==> src/design/assert_macros.svh <==
// Concurrent check helpers shared by the scanner modules.
`ifndef ASSERT_MACROS_SVH
`define ASSERT_MACROS_SVH

// Check on every clock edge outside reset.
`define ITS_ASSERT(name, prop) \
    name: assert property (@(posedge i_clk) disable iff (!i_rst_n) prop) \
        else $error("scanner check failed");

// Check on every clock edge, reset included.
`define ITS_ASSERT_ALWAYS(name, prop) \
    name: assert property (@(posedge i_clk) prop) \
        else $error("scanner check failed");

`endif

==> src/design/its_pkg.sv <==
`timescale 1ns / 1ps

package its_pkg;

    localparam int POS_W = 16;
    localparam int FIFO_DEPTH = 4;
    localparam int PTR_W = $clog2(FIFO_DEPTH);
    localparam int CNT_W = PTR_W + 1;

    typedef logic [POS_W-1:0] t_pos;
    typedef logic [PTR_W-1:0] t_ptr;
    typedef logic [CNT_W-1:0] t_cnt;

    localparam t_pos POS_MAX = '1;

    typedef enum logic {
        OP_BYTE = 1'b0,
        OP_END  = 1'b1
    } t_op;

    typedef enum logic [2:0] {
        K_IDENT     = 3'd0,
        K_NUMBER    = 3'd1,
        K_STRING    = 3'd2,
        K_COMMA     = 3'd3,
        K_INVALID   = 3'd4,
        K_UNTERM    = 3'd5,
        K_NL_IN_STR = 3'd6,
        K_END       = 3'd7
    } t_kind;

    typedef enum logic [9:0] {
        M_IDLE       = 10'b00_0000_0001,
        M_IDENT      = 10'b00_0000_0010,
        M_NUM_INT    = 10'b00_0000_0100,
        M_NUM_FRAC   = 10'b00_0000_1000,
        M_STRING     = 10'b00_0001_0000,
        M_SLASH      = 10'b00_0010_0000,
        M_MINUS      = 10'b00_0100_0000,
        M_LINE       = 10'b00_1000_0000,
        M_BLOCK      = 10'b01_0000_0000,
        M_BLOCK_STAR = 10'b10_0000_0000
    } t_mode;

    localparam logic [7:0] CH_TAB   = 8'h09;
    localparam logic [7:0] CH_LF    = 8'h0A;
    localparam logic [7:0] CH_CR    = 8'h0D;
    localparam logic [7:0] CH_SPACE = 8'h20;
    localparam logic [7:0] CH_QUOTE = 8'h22;
    localparam logic [7:0] CH_HASH  = 8'h23;
    localparam logic [7:0] CH_STAR  = 8'h2A;
    localparam logic [7:0] CH_PLUS  = 8'h2B;
    localparam logic [7:0] CH_COMMA = 8'h2C;
    localparam logic [7:0] CH_MINUS = 8'h2D;
    localparam logic [7:0] CH_DOT   = 8'h2E;
    localparam logic [7:0] CH_SLASH = 8'h2F;
    localparam logic [7:0] CH_0     = 8'h30;
    localparam logic [7:0] CH_9     = 8'h39;
    localparam logic [7:0] CH_UC_A  = 8'h41;
    localparam logic [7:0] CH_UC_Z  = 8'h5A;
    localparam logic [7:0] CH_UNDER = 8'h5F;
    localparam logic [7:0] CH_LC_A  = 8'h61;
    localparam logic [7:0] CH_LC_Z  = 8'h7A;

    typedef struct packed {
        t_kind kind;
        t_pos  row;
        t_pos  col;
        t_pos  len;
        logic  last;
    } t_result;

    typedef struct packed {
        logic    a_valid;
        t_result a;
        logic    b_valid;
        t_result b;
    } t_emit;

    function automatic t_pos sat_inc(input t_pos x);
        return (x == POS_MAX) ? x : x + 1'b1;
    endfunction

    function automatic logic is_alpha(input logic [7:0] c);
        return (c >= CH_LC_A && c <= CH_LC_Z) || (c >= CH_UC_A && c <= CH_UC_Z)
            || c == CH_UNDER;
    endfunction

    function automatic logic is_digit(input logic [7:0] c);
        return c >= CH_0 && c <= CH_9;
    endfunction

    function automatic logic is_nl(input logic [7:0] c);
        return c == CH_LF || c == CH_CR;
    endfunction

endpackage

==> src/design/its_scan_core.sv <==
`timescale 1ns / 1ps
`include "assert_macros.svh"

module its_scan_core import its_pkg::*; (
    input  logic       i_clk,
    input  logic       i_rst_n,
    input  logic       i_go,
    input  t_op        i_opcode,
    input  logic [7:0] i_byte,
    output t_emit      o_emit
);

    t_mode   r_mode, n_mode;
    logic    r_after_cr, n_after_cr;
    t_pos    r_row, n_row;
    t_pos    r_col, n_col;
    t_pos    r_start_row, n_start_row;
    t_pos    r_start_col, n_start_col;
    t_pos    r_len, n_len;

    logic    idle_scan;
    logic    tok_v;
    t_result tok;
    logic    sec_v;
    t_result sec;

    always_comb begin
        n_mode      = r_mode;
        n_after_cr  = r_after_cr;
        n_row       = r_row;
        n_col       = r_col;
        n_start_row = r_start_row;
        n_start_col = r_start_col;
        n_len       = r_len;
        idle_scan   = 1'b0;
        tok_v       = 1'b0;
        tok         = '0;
        sec_v       = 1'b0;
        sec         = '0;

        if (i_go && i_opcode == OP_END) begin
            tok = '{kind: K_IDENT, row: r_start_row, col: r_start_col, len: r_len,
                    last: 1'b0};
            unique case (r_mode)
                M_IDENT: begin
                    tok_v = 1'b1;
                end
                M_NUM_INT, M_NUM_FRAC, M_MINUS: begin
                    tok_v    = 1'b1;
                    tok.kind = K_NUMBER;
                end
                M_STRING: begin
                    tok_v    = 1'b1;
                    tok.kind = K_UNTERM;
                end
                M_SLASH: begin
                    tok_v    = 1'b1;
                    tok.kind = K_INVALID;
                end
                default: begin
                    tok_v = 1'b0;
                end
            endcase
            sec_v       = 1'b1;
            sec         = '{kind: K_END, row: r_row, col: r_col, len: '0, last: 1'b1};
            n_mode      = M_IDLE;
            n_after_cr  = 1'b0;
            n_row       = '0;
            n_col       = '0;
            n_start_row = '0;
            n_start_col = '0;
            n_len       = '0;
        end else if (i_go && !(r_after_cr && i_byte == CH_LF)) begin
            n_after_cr = 1'b0;
            if (n_mode == M_MINUS && i_byte != CH_MINUS) begin
                n_mode = M_NUM_INT;
            end
            tok = '{kind: K_IDENT, row: r_start_row, col: r_start_col, len: r_len,
                    last: 1'b0};
            unique case (n_mode)
                M_IDENT: begin
                    if (is_alpha(i_byte) || is_digit(i_byte) || i_byte == CH_MINUS
                        || i_byte == CH_PLUS || i_byte == CH_DOT) begin
                        n_col = sat_inc(n_col);
                        n_len = sat_inc(n_len);
                    end else begin
                        tok_v     = 1'b1;
                        idle_scan = 1'b1;
                    end
                end
                M_NUM_INT, M_NUM_FRAC: begin
                    if (is_digit(i_byte)) begin
                        n_col = sat_inc(n_col);
                        n_len = sat_inc(n_len);
                    end else if (i_byte == CH_DOT && n_mode == M_NUM_INT) begin
                        n_col  = sat_inc(n_col);
                        n_len  = sat_inc(n_len);
                        n_mode = M_NUM_FRAC;
                    end else begin
                        tok_v     = 1'b1;
                        tok.kind  = K_NUMBER;
                        idle_scan = 1'b1;
                    end
                end
                M_STRING: begin
                    if (is_nl(i_byte)) begin
                        tok_v     = 1'b1;
                        tok.kind  = K_NL_IN_STR;
                        idle_scan = 1'b1;
                    end else begin
                        n_col = sat_inc(n_col);
                        n_len = sat_inc(n_len);
                        if (i_byte == CH_QUOTE) begin
                            tok_v    = 1'b1;
                            tok.kind = K_STRING;
                            tok.len  = n_len;
                            n_mode   = M_IDLE;
                        end
                    end
                end
                M_SLASH: begin
                    if (i_byte == CH_SLASH || i_byte == CH_STAR) begin
                        n_col  = sat_inc(n_col);
                        n_mode = (i_byte == CH_SLASH) ? M_LINE : M_BLOCK_STAR;
                    end else begin
                        tok_v     = 1'b1;
                        tok.kind  = K_INVALID;
                        idle_scan = 1'b1;
                    end
                end
                M_MINUS: begin
                    n_col  = sat_inc(n_col);
                    n_mode = M_LINE;
                end
                M_LINE: begin
                    if (is_nl(i_byte)) begin
                        n_row      = sat_inc(n_row);
                        n_col      = '0;
                        n_after_cr = (i_byte == CH_CR);
                        n_mode     = M_IDLE;
                    end else begin
                        n_col = sat_inc(n_col);
                    end
                end
                M_BLOCK, M_BLOCK_STAR: begin
                    if (is_nl(i_byte)) begin
                        n_row      = sat_inc(n_row);
                        n_col      = '0;
                        n_after_cr = (i_byte == CH_CR);
                        n_mode     = M_BLOCK;
                    end else begin
                        n_col = sat_inc(n_col);
                        if (n_mode == M_BLOCK_STAR && i_byte == CH_SLASH) begin
                            n_mode = M_IDLE;
                        end else begin
                            n_mode = (i_byte == CH_STAR) ? M_BLOCK_STAR : M_BLOCK;
                        end
                    end
                end
                default: begin
                    idle_scan = 1'b1;
                end
            endcase

            if (idle_scan) begin
                n_mode = M_IDLE;
                priority if (i_byte == CH_SPACE || i_byte == CH_TAB) begin
                    n_col = sat_inc(n_col);
                end else if (is_nl(i_byte)) begin
                    n_row      = sat_inc(n_row);
                    n_col      = '0;
                    n_after_cr = (i_byte == CH_CR);
                end else if (i_byte == CH_HASH) begin
                    n_col  = sat_inc(n_col);
                    n_mode = M_LINE;
                end else begin
                    n_start_row = n_row;
                    n_start_col = n_col;
                    n_len       = POS_W'(1);
                    n_col       = sat_inc(n_col);
                    priority if (i_byte == CH_SLASH) begin
                        n_mode = M_SLASH;
                    end else if (i_byte == CH_MINUS) begin
                        n_mode = M_MINUS;
                    end else if (is_alpha(i_byte)) begin
                        n_mode = M_IDENT;
                    end else if (is_digit(i_byte)) begin
                        n_mode = M_NUM_INT;
                    end else if (i_byte == CH_QUOTE) begin
                        n_mode = M_STRING;
                    end else begin
                        sec_v = 1'b1;
                        sec   = '{kind: (i_byte == CH_COMMA) ? K_COMMA : K_INVALID,
                                  row: n_start_row, col: n_start_col,
                                  len: POS_W'(1), last: 1'b1};
                    end
                end
            end
        end else if (i_go) begin
            n_after_cr = 1'b0;
        end
    end

    always_comb begin
        o_emit = '0;
        if (tok_v) begin
            o_emit.a_valid = 1'b1;
            o_emit.a       = tok;
            o_emit.a.last  = !sec_v;
            o_emit.b_valid = sec_v;
            o_emit.b       = sec;
        end else begin
            o_emit.a_valid = sec_v;
            o_emit.a       = sec;
        end
    end

    always_ff @(posedge i_clk) begin
        if (!i_rst_n) begin
            r_mode      <= M_IDLE;
            r_after_cr  <= 1'b0;
            r_row       <= '0;
            r_col       <= '0;
            r_start_row <= '0;
            r_start_col <= '0;
            r_len       <= '0;
        end else begin
            r_mode      <= n_mode;
            r_after_cr  <= n_after_cr;
            r_row       <= n_row;
            r_col       <= n_col;
            r_start_row <= n_start_row;
            r_start_col <= n_start_col;
            r_len       <= n_len;
        end
    end

    `ITS_ASSERT(a_end_clears, i_go && i_opcode == OP_END |=> r_mode == M_IDLE && r_row == '0 && r_col == '0 && !r_after_cr)
    `ITS_ASSERT(a_two_needs_first, o_emit.b_valid |-> o_emit.a_valid && !o_emit.a.last)
    `ITS_ASSERT(a_emit_only_on_go, !i_go |-> !o_emit.a_valid)

endmodule

==> src/design/its_result_fifo.sv <==
`timescale 1ns / 1ps
`include "assert_macros.svh"

module its_result_fifo import its_pkg::*; (
    input  logic    i_clk,
    input  logic    i_rst_n,
    input  t_emit   i_push,
    input  logic    i_pop,
    output logic    o_room,
    output logic    o_valid,
    output t_result o_head
);

    t_result mem [FIFO_DEPTH];
    t_ptr    r_wr, n_wr;
    t_ptr    r_rd, n_rd;
    t_cnt    r_count, n_count;
    t_cnt    push_n;
    logic    pop_ok;

    assign pop_ok  = i_pop && (r_count != '0);
    assign push_n  = t_cnt'(i_push.a_valid) + t_cnt'(i_push.b_valid);
    assign n_wr    = r_wr + push_n[PTR_W-1:0];
    assign n_rd    = r_rd + t_ptr'(pop_ok);
    assign n_count = r_count + push_n - t_cnt'(pop_ok);
    assign o_room  = r_count <= t_cnt'(FIFO_DEPTH - 2);
    assign o_valid = r_count != '0;
    assign o_head  = mem[r_rd];

    always_ff @(posedge i_clk) begin
        if (i_push.a_valid) begin
            mem[r_wr] <= i_push.a;
        end
        if (i_push.b_valid) begin
            mem[r_wr + t_ptr'(1)] <= i_push.b;
        end
    end

    always_ff @(posedge i_clk) begin
        if (!i_rst_n) begin
            r_wr    <= '0;
            r_rd    <= '0;
            r_count <= '0;
        end else begin
            r_wr    <= n_wr;
            r_rd    <= n_rd;
            r_count <= n_count;
        end
    end

    `ITS_ASSERT_ALWAYS(a_count_bound, !i_rst_n || r_count <= t_cnt'(FIFO_DEPTH))
    `ITS_ASSERT(a_push_has_room, i_push.a_valid |-> r_count <= t_cnt'(FIFO_DEPTH - 2))

endmodule

==> src/design/idl_token_scanner.sv <==
`timescale 1ns / 1ps
`include "assert_macros.svh"

// channel  direction  handshake             payload
// input    in         i_valid / o_stall     i_opcode, i_data_byte
// result   out        o_valid / i_stall     o_token_kind, o_start_row, o_start_column,
//                                           o_token_length, o_last_of_run
//
// One byte per cycle while o_stall is low: a beat is registered, then scanned
// combinationally into a four-entry result queue, which registers the results.
// A beat makes zero, one or two results; the queue takes a beat only with two free slots.
// Reset is synchronous, active low; it clears position, mode and the queue.
// Output stall backs up through the queue into o_stall; nothing is lost.

module idl_token_scanner import its_pkg::*; (
    input  logic        i_clk,
    input  logic        i_rst_n,
    input  logic        i_valid,
    output logic        o_stall,
    input  logic        i_opcode,
    input  logic [7:0]  i_data_byte,
    output logic        o_valid,
    input  logic        i_stall,
    output logic [2:0]  o_token_kind,
    output logic [15:0] o_start_row,
    output logic [15:0] o_start_column,
    output logic [15:0] o_token_length,
    output logic        o_last_of_run
);

    logic       r_in_valid;
    t_op        r_in_opcode;
    logic [7:0] r_in_byte;
    logic       go;
    logic       room;
    t_emit      emit;
    t_result    head;

    assign go      = r_in_valid && room;
    assign o_stall = r_in_valid && !room;

    always_ff @(posedge i_clk) begin
        if (!i_rst_n) begin
            r_in_valid <= 1'b0;
        end else if (i_valid && !o_stall) begin
            r_in_valid <= 1'b1;
        end else if (go) begin
            r_in_valid <= 1'b0;
        end
    end

    always_ff @(posedge i_clk) begin
        if (i_valid && !o_stall) begin
            r_in_opcode <= t_op'(i_opcode);
            r_in_byte   <= i_data_byte;
        end
    end

    its_scan_core u_core (
        .i_clk    (i_clk),
        .i_rst_n  (i_rst_n),
        .i_go     (go),
        .i_opcode (r_in_opcode),
        .i_byte   (r_in_byte),
        .o_emit   (emit)
    );

    its_result_fifo u_fifo (
        .i_clk   (i_clk),
        .i_rst_n (i_rst_n),
        .i_push  (emit),
        .i_pop   (o_valid && !i_stall),
        .o_room  (room),
        .o_valid (o_valid),
        .o_head  (head)
    );

    assign o_token_kind   = head.kind;
    assign o_start_row    = head.row;
    assign o_start_column = head.col;
    assign o_token_length = head.len;
    assign o_last_of_run  = head.last;

    `ITS_ASSERT(a_stall_needs_item, o_stall |-> r_in_valid && !go)
    `ITS_ASSERT(a_take_frees_slot, r_in_valid && !o_stall && !(i_valid) |=> !r_in_valid)

endmodule
==> config.mk <==
export PLATFORM = sky130hd
export DESIGN_NAME = idl_token_scanner
export DESIGN_NICKNAME = d
export VERILOG_FILES = /design/src/design/its_pkg.sv /design/src/design/its_scan_core.sv /design/src/design/its_result_fifo.sv /design/src/design/idl_token_scanner.sv
export VERILOG_INCLUDE_DIRS = /design/src /design/src/design
export SDC_FILE = /design/constraint.sdc
export NUM_CORES = 1
export LEC_CHECK = 0
export ABC_AREA = 0
export BUFFER_PORTS_ARGS = -buffer_cell sky130_fd_sc_hd__buf_2
export CAP_MARGIN = 5
export CORE_MARGIN = 2
export CORE_UTILIZATION = 55
export CTS_BUF_LIST = sky130_fd_sc_hd__clkbuf_16
export DETAILED_ROUTE_END_ITERATION = 10
export GPL_TIMING_DRIVEN = 0
export MAX_ROUTING_LAYER = met4
export PLACE_DENSITY = 0.72
export SLEW_MARGIN = 10
export SYNTH_ARGS = -nofsm -noshare
export SYNTH_HDL_FRONTEND = slang
export SYNTH_HIERARCHICAL = 1
export SYNTH_SLANG_ARGS = --single-unit
==> constraint.sdc <==
create_clock -name i_clk -period 9.1 [get_ports i_clk]
set_input_delay 0.455 -clock i_clk [delete_from_list [all_inputs] [get_ports i_clk]]
set_output_delay 0.455 -clock i_clk [all_outputs]
set_load 0.01 [all_outputs]
==> flow_summary.json <==
{
  "status": "complete, no violations",
  "setup_slack_ns": 2.613,
  "pwr-share-comb": 0.178,
  "cpPeakStageDelay_ns": 0.60,
  "synthDistinctLibCells": 108,
  "io_buffers": 66,
  "grt_max_degree": 23,
  "endpoint_kind": "flop",
  "pwr-share-seq": 0.449,
  "vias_per_cell": 6.350,
  "crit_fanout": 22,
  "hpwl_mm": 39.33,
  "cp.arrival_ns": 6.69,
  "intPower_w": 0.002711,
  "critical_path_class": "reg -> reg",
  "max_cap_viol_count": 0,
  "cts_tree": "yes",
  "fin_cells": 2329,
  "synth_area_leader_cell": "edfxtp_1",
  "finalHoldViolations": 0,
  "avgSynthCellArea_um2": 10.89,
  "synthArstFlopShare": 0,
  "synth_area_um2": 18830,
  "io_pins": 67,
  "dieArea_um2": 35720,
  "relSlewSlack": 0.1851,
  "drc": 0,
  "synthFlopType": "edfxtp_1",
  "yosysTopAreaCellShare": 0.3461,
  "crit_buf_inv": 8,
  "postCtsHoldBufs": 0,
  "clockBufferDepth": 3,
  "max_slew.worst_pin.slew_ns": 1.207,
  "post-route-period-util": 0.7128,
  "gr-total-overflow": 0,
  "skew_ns": 0.02602,
  "fin_util": 0.6278,
  "ant_nets": 0,
  "power_frac_clock": 0.373,
  "layout.nets": 1879,
  "pre_cts_ws_ns": 2.862,
  "insertion_delay_ns": 0.53,
  "path_clk_slew_ns": 0.06,
  "mostFrequentLayoutCells": "edfxtp_1, mux2_2, nor2_1",
  "rsz0062_at_grt": "false",
  "cts_resized": 0,
  "cts-buffers-inserted": 36,
  "die_w_um": 189.0,
  "swShare": 0.2678,
  "grt_antenna_before_repair": 1,
  "p_per_area_nw_per_um2": 175.4,
  "via_count": 14790,
  "ys_top_cells_by_area": "edfxtp_1, mux2_2, dfxtp_1",
  "drtIter0Drc": 1819,
  "netlist_instances": 1728,
  "wl_mm": 55.20,
  "globalplace.congestion": 0.9800,
  "die_height_um": 189.0,
  "core_area_um2": 33620,
  "setup-violations-final": 0,
  "dr.pass1.iters": 5,
  "grt_pass1_vias": 14310,
  "startpoint_type": "flop",
  "cts_setup_buffers": 0,
  "clock-sinks": 316,
  "final_common_cell": "edfxtp_1",
  "grt_pass1_wl_mm": 85.02,
  "post_drt_wl_per_cell_um": 23.70,
  "dp.cells": 2264,
  "drv_slew": 0,
  "num_antenna_cells": 0,
  "vdd_drop_max_uv": 132.3,
  "cp_top_family": "buffers and inverters",
  "placed_area_um2": 19990,
  "cts-root-buf": "clkbuf_16",
  "path_common_cell": "clkbuf_1",
  "htree_levels": 2,
  "path_cells": "clkbuf_1 -> nor4b_1 -> nand3_1 -> o21ai_0 -> nand3_1 -> a311o_1 -> a31oi_1 -> inv_1 -> o21a_1 -> clkbuf_1 -> a21oi_1 -> clkbuf_1 -> buf_4 -> nand3_2 -> buf_2 -> o21ai_4 -> buf_16 -> buf_12",
  "finalCriticalPeriod_ns": 6.487,
  "area_growth_pct": 12.10,
  "power_leakage_nw": 7.384,
  "rows": 67,
  "ys_seq_area_frac": 0.4514,
  "cp.required_ns": 9.31,
  "fmax_ghz": 0.1542,
  "p_sw_w": 0.0009915,
  "hold_class": "in -> reg",
  "track_usage": 0.3191,
  "finish.instance_area_um2": 21100,
  "critPathSlowestCell": "a31oi_1",
  "synth_edf_count": 217,
  "yosys_warnings": 6,
  "ys_ff_latch": 316,
  "start_util": 0.5600,
  "layout-drive-gt1-share": 0.2637
}
worst paths after layout:
check                           depth (start not counted)                     end  slack (ns)                    from
worst max-delay path                                   18        u_fifo/mem[0][7]        2.61        u_core/r_mode[7]
worst min-delay path                                    1            r_in_byte[6]        0.12          i_data_byte[6]
worst max register to register                         18        u_fifo/mem[0][7]        2.61        u_core/r_mode[7]
worst min register to register                          2  u_core/r_start_row[14]        0.45  u_core/r_start_row[14]
cells in the mapped netlist (all sizes together), types with 5 or more instances:
| master | n |
|---|---|
| nand4b | 6 |
| nor3b | 13 |
| a32oi | 6 |
| dfxtp | 99 |
| o2111ai | 6 |
| a21o | 8 |
| edfxtp | 217 |
| nor3 | 43 |
| and2 | 20 |
| a22oi | 31 |
| o21a | 6 |
| nor4 | 12 |
| o211ai | 5 |
| nand2b | 6 |
| nor4b | 5 |
| and4 | 7 |
| o31ai | 10 |
| o311ai | 7 |
| clkbuf | 80 |
| xor2 | 22 |
| a22o | 13 |
| a211oi | 17 |
| nand3 | 54 |
| mux2i | 6 |
| a311oi | 7 |
| buf | 61 |
| ha | 11 |
| nand2 | 129 |
| o221ai | 5 |
| nand4 | 15 |
| or3 | 7 |
| mux2 | 212 |
| a31oi | 23 |
| inv | 16 |
| mux4 | 52 |
| nor2b | 11 |
| o21ai | 69 |
| a21oi | 92 |
| or2 | 7 |
| and3 | 18 |
| nor2 | 206 |
| xnor2 | 31 |
state kept, by name (all words and copies together) (netlist names), 2 cells and up:
register            count
u_core/r_mode          10
u_core/r_start_row     16
u_fifo/r_wr             2
u_core/r_col           16
u_core/r_len           16
u_core/r_row           16
u_fifo/mem            208
u_core/r_start_col     16
r_in_byte               8
u_fifo/r_rd             2
u_fifo/r_count          3
stage by stage:
stage	total power [W]	setup TNS (ns)	hold WS [ns]
floorplan	0.002116	0	0.4341
global placement	0.002332	-156.85	0.4429
detailed placement	0.002348	0	0.4479
CTS	0.003724	0	0.1001
global route	0.003836	0	0.09984
finish	0.003702	0	0.1153
power groups by stage:
stage	sequential [W]	clock (W)	combinational, W
finish	0.00166	0.00138	0.000658
CTS	0.00166	0.00140	0.000660
global route	0.00167	0.00146	0.000703
floorplan	0.00169	0	0.000427
global placement	0.00170	0	0.000627
detailed placement	0.00169	0	0.000656
cells by family after synthesis:
kind of cell	share of synthesized area
AO/OA/AOI/OAI	0.1216
XOR/XNOR	0.02705
adder cells (fa/ha/maj)	0.008374
buffers and inverters	0.04646
flip-flops	0.4514
multiplexers	0.1922
other	0.0001992
AND/OR/NAND/NOR	0.1527
layout make-up:
class / instances / area (um^2)
fillers: 2676 / 12510
inverters: 16 / 60.06
clock inverters: 29 / 212.7
flip-flops and latches: 316 / 8498
well taps: 448 / 560.5
plain buffers: 141 / 814.5
repair buffers: 74 / 513.0
clock buffers: 36 / 900.9
multi-input cells: 1269 / 9543
per-layer routing:
metal | routed length, um | vias up | global-route usage
met1 | 24090 | 7182 | 0.4462
li1 | - | 6787 | -
met3 | 4394 | 121 | 0.04171
met2 | 25070 | 698 | 0.4884
met5 | 0 | - | -
met4 | 1642 | 0 | 0.09615
Note: power is estimated with default switching activity, not from simulation.
